**src/rtl/core/wpp_pkg.sv**
```systemverilog
// Types and constants shared by the WAVE PCM stream parser modules.
package wpp_pkg;

  typedef enum logic {
    OP_MUL = 1'b0,
    OP_REM = 1'b1
  } arith_op_e;

  typedef struct packed {
    logic        start;
    arith_op_e   op;
    logic [31:0] opa;
    logic [15:0] opb;
  } arith_req_t;

  typedef struct packed {
    logic        res_valid;
    logic        busy;
    logic [31:0] result;
  } arith_rsp_t;

  typedef enum logic [1:0] {
    KIND_SAMPLE = 2'd0,
    KIND_ERROR  = 2'd1,
    KIND_HEADER = 2'd2
  } kind_e;

  localparam logic [3:0] ERR_NONE      = 4'd0;
  localparam logic [3:0] ERR_ID        = 4'd1;
  localparam logic [3:0] ERR_WAVE      = 4'd2;
  localparam logic [3:0] ERR_FMT_TAG   = 4'd3;
  localparam logic [3:0] ERR_NOT_PCM   = 4'd4;
  localparam logic [3:0] ERR_FMT_SHORT = 4'd5;
  localparam logic [3:0] ERR_NO_CHAN   = 4'd6;
  localparam logic [3:0] ERR_BITS      = 4'd7;
  localparam logic [3:0] ERR_BYTE_RATE = 4'd8;
  localparam logic [3:0] ERR_ALIGN     = 4'd9;
  localparam logic [3:0] ERR_DATA_TAG  = 4'd10;
  localparam logic [3:0] ERR_RIFF_SIZE = 4'd11;
  localparam logic [3:0] ERR_PARTIAL   = 4'd12;
  localparam logic [3:0] ERR_EMPTY     = 4'd13;
  localparam logic [3:0] ERR_TRUNC     = 4'd14;

  localparam logic [31:0] TAG_RIFF = 32'h5249_4646;
  localparam logic [31:0] TAG_RIFX = 32'h5249_4658;
  localparam logic [31:0] TAG_WAVE = 32'h5741_5645;
  localparam logic [31:0] TAG_FMT  = 32'h666d_7420;
  localparam logic [31:0] TAG_DATA = 32'h6461_7461;

endpackage

```
**src/rtl/core/wpp_arith.sv**
```systemverilog
// Shared shift-add multiplier and restoring remainder unit, one bit per cycle.
module wpp_arith (
  input  logic                clk_i,
  input  logic                rst_ni,
  input  wpp_pkg::arith_req_t req_i,
  output wpp_pkg::arith_rsp_t rsp_o
);

  logic               busy_q, busy_d;
  logic               rvld_q, rvld_d;
  logic [4:0]         cnt_q, cnt_d;
  logic [31:0]        acc_q, acc_d;
  logic [31:0]        sh_q, sh_d;
  logic [15:0]        bb_q, bb_d;
  wpp_pkg::arith_op_e op_q, op_d;
  logic [16:0]        trial;
  logic [31:0]        add_a, add_b;
  logic [32:0]        sum;
  logic [4:0]         last_cnt;

  assign trial    = {acc_q[15:0], sh_q[31]};
  assign add_a    = (op_q == wpp_pkg::OP_MUL) ? acc_q : {15'd0, trial};
  assign add_b    = (op_q == wpp_pkg::OP_MUL) ? (bb_q[0] ? sh_q : 32'd0)
                                              : ~{16'd0, bb_q};
  assign sum      = {1'b0, add_a} + {1'b0, add_b} +
                    {32'd0, (op_q == wpp_pkg::OP_REM)};
  assign last_cnt = (op_q == wpp_pkg::OP_MUL) ? 5'd15 : 5'd31;

  always_comb begin
    busy_d = busy_q;
    rvld_d = rvld_q;
    cnt_d  = cnt_q;
    acc_d  = acc_q;
    sh_d   = sh_q;
    bb_d   = bb_q;
    op_d   = op_q;
    if (req_i.start) begin
      busy_d = 1'b1;
      rvld_d = 1'b0;
      cnt_d  = 5'd0;
      acc_d  = 32'd0;
      sh_d   = req_i.opa;
      bb_d   = req_i.opb;
      op_d   = req_i.op;
    end else if (busy_q) begin
      cnt_d = cnt_q + 5'd1;
      sh_d  = {sh_q[30:0], 1'b0};
      if (op_q == wpp_pkg::OP_MUL) begin
        acc_d = sum[31:0];
        bb_d  = {1'b0, bb_q[15:1]};
      end else begin
        acc_d = sum[32] ? {15'd0, sum[16:0]} : {15'd0, trial};
      end
      if (cnt_q == last_cnt) begin
        busy_d = 1'b0;
        rvld_d = 1'b1;
      end
    end
  end

  always_ff @(posedge clk_i or negedge rst_ni) begin
    if (!rst_ni) begin
      busy_q <= 1'b0;
      rvld_q <= 1'b0;
      cnt_q  <= 5'd0;
      op_q   <= wpp_pkg::OP_MUL;
    end else begin
      busy_q <= busy_d;
      rvld_q <= rvld_d;
      cnt_q  <= cnt_d;
      op_q   <= op_d;
    end
  end

  always_ff @(posedge clk_i) begin
    acc_q <= acc_d;
    sh_q  <= sh_d;
    bb_q  <= bb_d;
  end

  assign rsp_o.res_valid = rvld_q;
  assign rsp_o.busy      = busy_q;
  assign rsp_o.result    = acc_q;

endmodule

```
**src/rtl/core/wave_pcm_stream_parser_top.sv**
```systemverilog
// Top level: byte sequencer of the WAVE PCM stream parser.
// Header and sample bytes: one byte per cycle while the output is taken.
// A result is registered and appears in the cycle after the byte or check step that causes it.
// The last format byte stalls input for a 16-step shift-add in the shared unit and
// until the output is free; the last data size byte stalls it likewise for a 32-step remainder.
// Reset (rst_ni low, asynchronous) returns the parser to expect a chunk id.
module wave_pcm_stream_parser_top (
  input  logic               clk_i,
  input  logic               rst_ni,
  input  logic               in_valid_i,
  output logic               in_stall_o,
  input  logic [7:0]         data_byte_i,
  input  logic               end_of_file_i,
  output logic               out_valid_o,
  input  logic               out_stall_i,
  output logic [1:0]         kind_o,
  output logic signed [31:0] sample_value_o,
  output logic [15:0]        channel_index_o,
  output logic [31:0]        frame_index_o,
  output logic [31:0]        sample_rate_out_o,
  output logic [5:0]         sample_bits_o,
  output logic [3:0]         error_code_o,
  output logic               last_sample_o
);

  typedef enum logic [10:0] {
    PH_ID      = 11'b000_0000_0001,
    PH_RSIZE   = 11'b000_0000_0010,
    PH_WAVE    = 11'b000_0000_0100,
    PH_FMTTAG  = 11'b000_0000_1000,
    PH_FMTSIZE = 11'b000_0001_0000,
    PH_BODY    = 11'b000_0010_0000,
    PH_SKIP    = 11'b000_0100_0000,
    PH_DATATAG = 11'b000_1000_0000,
    PH_DSIZE   = 11'b001_0000_0000,
    PH_SAMPLES = 11'b010_0000_0000,
    PH_DONE    = 11'b100_0000_0000
  } phase_e;

  typedef enum logic [2:0] {
    ST_RUN = 3'b001,
    ST_MUL = 3'b010,
    ST_REM = 3'b100
  } seq_e;

  phase_e      phase_q, phase_d;
  seq_e        seq_q, seq_d;
  logic [31:0] bc_q, bc_d;
  logic        be_q, be_d;
  logic [31:0] gw_q, gw_d;
  logic [31:0] riff_q, riff_d;
  logic [31:0] fmt_q, fmt_d;
  logic [15:0] chan_q, chan_d;
  logic [31:0] rate_q, rate_d;
  logic [31:0] brate_q, brate_d;
  logic [15:0] align_q, align_d;
  logic [15:0] bits_q, bits_d;
  logic [31:0] drem_q, drem_d;
  logic [15:0] ccnt_q, ccnt_d;
  logic [31:0] fcnt_q, fcnt_d;
  logic        halt_q, halt_d;
  logic        pcm_q, pcm_d;

  logic               ov_q, ov_d;
  logic [1:0]         kind_q, kind_d;
  logic signed [31:0] smp_q, smp_d;
  logic [15:0]        ch_q, ch_d;
  logic [31:0]        fr_q, fr_d;
  logic [31:0]        ro_q, ro_d;
  logic [5:0]         sb_q, sb_d;
  logic [3:0]         ec_q, ec_d;
  logic               ls_q, ls_d;

  wpp_pkg::arith_req_t req;
  wpp_pkg::arith_rsp_t rsp;

  logic        accept, out_free, load;
  logic [31:0] gw_n, bc_n, n32, bpe32, prod_sh, riff_sum;
  logic [15:0] n16;
  logic [17:0] align_need;
  logic [2:0]  bps;

  wpp_arith u_arith (
    .clk_i (clk_i),
    .rst_ni(rst_ni),
    .req_i (req),
    .rsp_o (rsp)
  );

  assign out_free   = !ov_q || !out_stall_i;
  assign in_stall_o = (seq_q != ST_RUN) || !out_free;
  assign accept     = in_valid_i && !in_stall_o;

  assign gw_n = {gw_q[23:0], data_byte_i};
  assign bc_n = bc_q + 32'd1;
  assign n16  = be_q ? gw_n[15:0] : {gw_n[7:0], gw_n[15:8]};
  assign n32  = be_q ? gw_n : {gw_n[7:0], gw_n[15:8], gw_n[23:16], gw_n[31:24]};
  assign bps  = bits_q[5:3];
  assign bpe32 = {29'd0, bps};
  assign align_need = {2'b00, chan_q} * {15'd0, bps};
  assign prod_sh = (bps == 3'd4) ? {rsp.result[29:0], 2'b00} :
                   (bps == 3'd2) ? {rsp.result[30:0], 1'b0} : rsp.result;
  assign riff_sum = 32'd20 + fmt_q + n32;

  always_comb begin
    phase_d = phase_q;  seq_d = seq_q;    bc_d = bc_q;       be_d = be_q;
    gw_d = gw_q;        riff_d = riff_q;  fmt_d = fmt_q;     chan_d = chan_q;
    rate_d = rate_q;    brate_d = brate_q; align_d = align_q; bits_d = bits_q;
    drem_d = drem_q;    ccnt_d = ccnt_q;  fcnt_d = fcnt_q;   halt_d = halt_q;
    pcm_d = pcm_q;
    load = 1'b0;
    kind_d = kind_q;    smp_d = smp_q;    ch_d = ch_q;       fr_d = fr_q;
    ro_d = ro_q;        sb_d = sb_q;      ec_d = ec_q;       ls_d = ls_q;
    req.start = 1'b0;
    req.op    = wpp_pkg::OP_MUL;
    req.opa   = rate_q;
    req.opb   = chan_q;

    unique case (seq_q)
      ST_RUN: begin
        if (accept && !halt_q && phase_q != PH_DONE) begin
          if (end_of_file_i) begin
            load = 1'b1; kind_d = wpp_pkg::KIND_ERROR; ec_d = wpp_pkg::ERR_TRUNC;
            halt_d = 1'b1;
          end else begin
            gw_d = gw_n;
            bc_d = bc_n;
            unique case (phase_q)
              PH_ID: begin
                if (bc_n == 32'd4) begin
                  priority if (gw_n == wpp_pkg::TAG_RIFF) begin
                    be_d = 1'b0; bc_d = 32'd0; phase_d = PH_RSIZE;
                  end else if (gw_n == wpp_pkg::TAG_RIFX) begin
                    be_d = 1'b1; bc_d = 32'd0; phase_d = PH_RSIZE;
                  end else begin
                    load = 1'b1; kind_d = wpp_pkg::KIND_ERROR;
                    ec_d = wpp_pkg::ERR_ID; halt_d = 1'b1;
                  end
                end
              end
              PH_RSIZE: begin
                if (bc_n == 32'd4) begin
                  riff_d = n32; bc_d = 32'd0; phase_d = PH_WAVE;
                end
              end
              PH_WAVE: begin
                if (bc_n == 32'd4) begin
                  if (gw_n != wpp_pkg::TAG_WAVE) begin
                    load = 1'b1; kind_d = wpp_pkg::KIND_ERROR;
                    ec_d = wpp_pkg::ERR_WAVE; halt_d = 1'b1;
                  end else begin
                    bc_d = 32'd0; phase_d = PH_FMTTAG;
                  end
                end
              end
              PH_FMTTAG: begin
                if (bc_n == 32'd4) begin
                  if (gw_n != wpp_pkg::TAG_FMT) begin
                    load = 1'b1; kind_d = wpp_pkg::KIND_ERROR;
                    ec_d = wpp_pkg::ERR_FMT_TAG; halt_d = 1'b1;
                  end else begin
                    bc_d = 32'd0; phase_d = PH_FMTSIZE;
                  end
                end
              end
              PH_FMTSIZE: begin
                if (bc_n == 32'd4) begin
                  fmt_d = n32; bc_d = 32'd0; phase_d = PH_BODY;
                end
              end
              PH_BODY: begin
                if (bc_n == 32'd2)  pcm_d = (n16 == 16'd1);
                if (bc_n == 32'd4)  chan_d = n16;
                if (bc_n == 32'd8)  rate_d = n32;
                if (bc_n == 32'd12) brate_d = n32;
                if (bc_n == 32'd14) align_d = n16;
                if (bc_n == 32'd16) begin
                  bits_d = n16;
                  req.start = 1'b1;
                  seq_d = ST_MUL;
                end
              end
              PH_SKIP: begin
                if (bc_n >= fmt_q - 32'd16) begin
                  bc_d = 32'd0; phase_d = PH_DATATAG;
                end
              end
              PH_DATATAG: begin
                if (bc_n == 32'd4) begin
                  if (gw_n != wpp_pkg::TAG_DATA) begin
                    load = 1'b1; kind_d = wpp_pkg::KIND_ERROR;
                    ec_d = wpp_pkg::ERR_DATA_TAG; halt_d = 1'b1;
                  end else begin
                    bc_d = 32'd0; phase_d = PH_DSIZE;
                  end
                end
              end
              PH_DSIZE: begin
                if (bc_n == 32'd4) begin
                  drem_d = n32;
                  priority if (riff_q != riff_sum) begin
                    load = 1'b1; kind_d = wpp_pkg::KIND_ERROR;
                    ec_d = wpp_pkg::ERR_RIFF_SIZE; halt_d = 1'b1;
                  end else if (align_q == 16'd0) begin
                    load = 1'b1; kind_d = wpp_pkg::KIND_ERROR;
                    ec_d = wpp_pkg::ERR_PARTIAL; halt_d = 1'b1;
                  end else begin
                    req.start = 1'b1;
                    req.op    = wpp_pkg::OP_REM;
                    req.opa   = n32;
                    req.opb   = align_q;
                    seq_d     = ST_REM;
                  end
                end
              end
              PH_SAMPLES: begin
                drem_d = drem_q - 32'd1;
                if (bc_n >= bpe32) begin
                  bc_d = 32'd0;
                  load = 1'b1;
                  kind_d = wpp_pkg::KIND_SAMPLE;
                  ec_d = wpp_pkg::ERR_NONE;
                  ro_d = 32'd0; sb_d = 6'd0;
                  priority if (bps == 3'd1) smp_d = {{24{gw_n[7]}}, gw_n[7:0]};
                  else if (bps == 3'd2) smp_d = {{16{n16[15]}}, n16};
                  else smp_d = n32;
                  ch_d = ccnt_q;
                  fr_d = fcnt_q;
                  if (ccnt_q + 16'd1 >= chan_q) begin
                    ccnt_d = 16'd0; fcnt_d = fcnt_q + 32'd1;
                  end else begin
                    ccnt_d = ccnt_q + 16'd1;
                  end
                  ls_d = (drem_q == 32'd1);
                  if (drem_q == 32'd1) phase_d = PH_DONE;
                end
              end
              default: ;
            endcase
          end
        end
      end
      ST_MUL: begin
        if (rsp.res_valid && out_free) begin
          seq_d = ST_RUN;
          kind_d = wpp_pkg::KIND_ERROR;
          priority if (!pcm_q) begin
            load = 1'b1; ec_d = wpp_pkg::ERR_NOT_PCM;
          end else if (fmt_q < 32'd16) begin
            load = 1'b1; ec_d = wpp_pkg::ERR_FMT_SHORT;
          end else if (chan_q == 16'd0) begin
            load = 1'b1; ec_d = wpp_pkg::ERR_NO_CHAN;
          end else if (bits_q != 16'd8 && bits_q != 16'd16 && bits_q != 16'd32) begin
            load = 1'b1; ec_d = wpp_pkg::ERR_BITS;
          end else if (brate_q != prod_sh) begin
            load = 1'b1; ec_d = wpp_pkg::ERR_BYTE_RATE;
          end else if ({2'b00, align_q} != align_need) begin
            load = 1'b1; ec_d = wpp_pkg::ERR_ALIGN;
          end else begin
            bc_d = 32'd0;
            phase_d = (fmt_q > 32'd16) ? PH_SKIP : PH_DATATAG;
          end
          if (load) halt_d = 1'b1;
        end
      end
      ST_REM: begin
        if (rsp.res_valid && out_free) begin
          seq_d = ST_RUN;
          load = 1'b1;
          priority if (rsp.result != 32'd0) begin
            kind_d = wpp_pkg::KIND_ERROR; ec_d = wpp_pkg::ERR_PARTIAL; halt_d = 1'b1;
          end else if (drem_q == 32'd0) begin
            kind_d = wpp_pkg::KIND_ERROR; ec_d = wpp_pkg::ERR_EMPTY; halt_d = 1'b1;
          end else begin
            kind_d = wpp_pkg::KIND_HEADER; ec_d = wpp_pkg::ERR_NONE;
            ch_d = chan_q; ro_d = rate_q; sb_d = bits_q[5:0];
            bc_d = 32'd0; ccnt_d = 16'd0; fcnt_d = 32'd0;
            phase_d = PH_SAMPLES;
          end
        end
      end
      default: seq_d = ST_RUN;
    endcase

    if (load && kind_d != wpp_pkg::KIND_SAMPLE) begin
      smp_d = 32'sd0; fr_d = 32'd0; ls_d = 1'b0;
      if (kind_d == wpp_pkg::KIND_ERROR) begin
        ch_d = 16'd0; ro_d = 32'd0; sb_d = 6'd0;
      end
    end

    priority if (load) ov_d = 1'b1;
    else if (!out_stall_i) ov_d = 1'b0;
    else ov_d = ov_q;
  end

  always_ff @(posedge clk_i or negedge rst_ni) begin
    if (!rst_ni) begin
      phase_q <= PH_ID;   seq_q <= ST_RUN;  bc_q <= 32'd0;   be_q <= 1'b0;
      gw_q <= 32'd0;      riff_q <= 32'd0;  fmt_q <= 32'd0;  chan_q <= 16'd0;
      rate_q <= 32'd0;    brate_q <= 32'd0; align_q <= 16'd0; bits_q <= 16'd0;
      drem_q <= 32'd0;    ccnt_q <= 16'd0;  fcnt_q <= 32'd0; halt_q <= 1'b0;
      pcm_q <= 1'b0;      ov_q <= 1'b0;
    end else begin
      phase_q <= phase_d; seq_q <= seq_d;   bc_q <= bc_d;    be_q <= be_d;
      gw_q <= gw_d;       riff_q <= riff_d; fmt_q <= fmt_d;  chan_q <= chan_d;
      rate_q <= rate_d;   brate_q <= brate_d; align_q <= align_d; bits_q <= bits_d;
      drem_q <= drem_d;   ccnt_q <= ccnt_d; fcnt_q <= fcnt_d; halt_q <= halt_d;
      pcm_q <= pcm_d;     ov_q <= ov_d;
    end
  end

  always_ff @(posedge clk_i) begin
    if (load) begin
      kind_q <= kind_d; smp_q <= smp_d; ch_q <= ch_d; fr_q <= fr_d;
      ro_q <= ro_d;     sb_q <= sb_d;   ec_q <= ec_d; ls_q <= ls_d;
    end
  end

  assign out_valid_o       = ov_q;
  assign kind_o            = kind_q;
  assign sample_value_o    = smp_q;
  assign channel_index_o   = ch_q;
  assign frame_index_o     = fr_q;
  assign sample_rate_out_o = ro_q;
  assign sample_bits_o     = sb_q;
  assign error_code_o      = ec_q;
  assign last_sample_o     = ls_q;

endmodule

```
**config.mk**
```make
export PLATFORM = sky130hd
export DESIGN_NAME = wave_pcm_stream_parser_top
export DESIGN_NICKNAME = d
export VERILOG_FILES = /design/src/rtl/core/wpp_pkg.sv /design/src/rtl/core/wpp_arith.sv /design/src/rtl/core/wave_pcm_stream_parser_top.sv
export SDC_FILE = /design/constraint.sdc
export NUM_CORES = 2
export LEC_CHECK = 0
export BUFFER_PORTS_ARGS = -buffer_cell sky130_fd_sc_hd__buf_2
export CAP_MARGIN = 15
export CORE_MARGIN = 2
export CORE_UTILIZATION = 55
export CTS_CLUSTER_SIZE = 8
export DETAILED_ROUTE_END_ITERATION = 7
export GPL_ROUTABILITY_DRIVEN = 1
export HOLD_SLACK_MARGIN = 0.08
export PLACE_DENSITY = 0.72
export SYNTH_ARGS = -nofsm -noshare
export SYNTH_HDL_FRONTEND = slang
export SYNTH_HIERARCHICAL = 1
export SYNTH_SLANG_ARGS = --single-unit
```
**constraint.sdc**
```tcl
create_clock -name clk_i -period 8.98 [get_ports clk_i]
set_input_delay 0.449 -clock clk_i [delete_from_list [all_inputs] [get_ports clk_i]]
set_output_delay 0.449 -clock clk_i [all_outputs]
set_load 0.02 [all_outputs]
```
==> results.toml <==
[run_status]
status = "finished with violations"
failed_checks = "design-rule violations"

[clock_tree]
clkTransAtPathRegs_ns = 0.06
cts_max_level = 3
postCtsSetupRepairBufs = 0
cts_buffers = 79
cts_tree = "built"
hold_buffers = 1
clock_latency_ns = 0.64
cts.sinks = 543
cts-root-buf = "clkbuf_16"
cts.repair.resized = 0
clockBufferDepth = 3

[critical_path]
crit_required_ns = 9.48
arrival_ns = 8.66
cp-end-kind = "flip-flop"
crit_type = "reg2reg"
critical_path.startpoint_type = "flip-flop"
path_max_fanout = 39

[drt]
dr.first_iter.drc_count = 3701
wl_met1_um = 50300
vias_per_cell = 6.30
drtPass1Iterations = 8
dr_wl_met2_um = 52700
ant_nets = 0
wl_per_cell_um = 23.2
drt_wl_total_um = 119000
drc_errors = 5
vias = 32336
met3_length_um = 10300
top_layer = "met5"

[sta]
tightest_slew_ns = 1.19
finalCriticalPeriod_ns = 8.15
max_slew_margin = 0.203
finalHoldViolCount = 0
tns_ns = 0
max_freq_ghz = 0.123
final.setup_skew_ns = 0.0416
setup-violations-final = 0
min_period_over_period = 0.908
drv_slew = 0
rsz0062_at_grt = "no"

[finish]
area_growth_pct = 10.6
nNetsFinal = 4422
multi_input_area_mm2 = 0.0202
fill_cells = 5593
drive_above_1_share = 0.118
antenna_cells = 0
seqCellArea_mm2 = 0.0143

[global_route]
grt_pass1_vias = 30527
grt_max_degree = 81
track_usage = 0.352
grt_overflow = 0
antenna_found_initial = 2
grt_pass1_wl_um = 183000

[power_and_ir_drop]
peakVddDrop_mv = 0.144
power_uw = 7090
p_leak_uw = 0.0170
power_density_mw_per_mm2 = 178

[floorplanning]
rows = 93
io_pins = 140
die_width_um = 260
dieHeight_um = 260
start_util = 0.557
fp.dieArea_mm2 = 0.0675
core-area_mm2 = 0.0646

[synthesis]
ys_warn_count = 6
syn_nets = 4362
synthesis.area_mm2 = 0.0360
syn_area_per_cell_um2 = 8.64
syn_inst = 4161

[placed_design]
gp_congestion = 1.04
io_buffers = 139
dp_hpwl_um = 87100

[worst_hold_path]
hp-class = "in2reg"

[run]
cap_violations = 0
==> routing by layer <==
layer,global-route usage,vias up
met5,0,-
met3,0.0750,301
li1,-,15044
met2,0.533,1438
met4,0.159,4
met1,0.485,15549
==> critical path, stage by stage (launching register included) <==
cell,delay [ns]
dfrtp_2,0.80
buf_4,0.42
mux2i_1,0.60
inv_1,0.19
ha_1,0.32
ha_1,0.24
fa_1,0.58
xnor2_1,0.12
nand3_1,0.12
a211oi_1,0.35
nand4_1,0.13
or4b_2,0.69
nor4_1,0.20
nand3_1,0.12
nor4_2,0.87
nand2_1,0.30
nor3_2,0.35
nand2b_2,0.56
nand2b_1,0.37
nor2_1,0.17
buf_4,0.24
a32oi_1,0.20
nand2_1,0.08
==> worst paths after layout <==
path | depth (start not counted) | from | to | slack (ns)
worst min register to register | 1 | halt_q$_DFFE_PN0P_ | halt_q$_DFFE_PN0P_ | 0.48
worst min-delay path | 3 | data_byte_i[7] | gw_q[7]$_DFFE_PN0P_ | 0.11
max in group asynchronous | 4 | rst_ni | be_q$_DFFE_PN0P_ | 6.33
worst max register to register | 22 | be_q$_DFFE_PN0P_ | u_arith/acc_q[29]$_SDFFE_PP0P_ | 0.83
worst max-delay path | 22 | be_q$_DFFE_PN0P_ | u_arith/acc_q[29]$_SDFFE_PP0P_ | 0.83
min in group asynchronous | 2 | rst_ni | ccnt_q[12]$_DFFE_PN0P_ | 0.37
==> metrics by stage <==
| step | hold slack [ns] | setup slack (ns) | utilization | cell area [µm²] | instances |
|---|---|---|---|---|---|
| global route | 0.125 | 0.553 | 0.616 | 39800 | 5136 |
| detailed placement | 0.449 | 0.985 | 0.578 | 37400 | 4993 |
| CTS | 0.0955 | 0.989 | 0.616 | 39800 | 5135 |
| finish | 0.111 | 0.825 | 0.616 | 39800 | 5136 |
| floorplan | 0.153 | 1.93 | - | 36000 | 4161 |
| global placement | 0.444 | 1.09 | 0.578 | 37300 | 4992 |
==> sequential cells by signal (all words and copies together) (netlist names), 4 cells and up <==
name / count
align_q: 16
sample_rate_out_o: 32
brate_q: 32
bits_q: 16
rate_q: 32
channel_index_o: 16
u_arith/acc_q: 32
sample_value_o: 32
gw_q: 24
ccnt_q: 16
u_arith/cnt_q: 5
frame_index_o: 32
u_arith/bb_q: 16
u_arith/sh_q: 32
fcnt_q: 32
drem_q: 32
sample_bits_o: 6
riff_q: 32
chan_q: 16
bc_q: 32
error_code_o: 4
fmt_q: 32
phase_q: 11
==> layout make-up <==
type | instances | area share
inverters | 133 | 0.0126
clock buffers | 139 | 0.0596
well taps | 855 | 0.0269
repair buffers | 216 | 0.0324
clock inverters | 2 | 0.000629
flip-flops and latches | 543 | 0.360
multi-input cells | 3248 | 0.508
==> report_power, final <==
group          internal, µW  leakage [µW]  switching [µW]
clock                  1770       0.00115            1130
combinational           427       0.00957             990
sequential             2660       0.00624             124
total                  4850        0.0170            2240
==> layout by cell type (no fill, tap or decap), types with 85 or more instances in the layout <==
cell type / n
a21oi_1: 246
buf_2: 138
nor2_1: 295
clkbuf_16: 85
nand2_1: 726
edfxtp_1: 173
dfrtp_1: 334
o21ai_0: 378
xnor2_1: 127
inv_1: 130
nand3_1: 128
ha_1: 170
(Power assumes the default switching activity.)
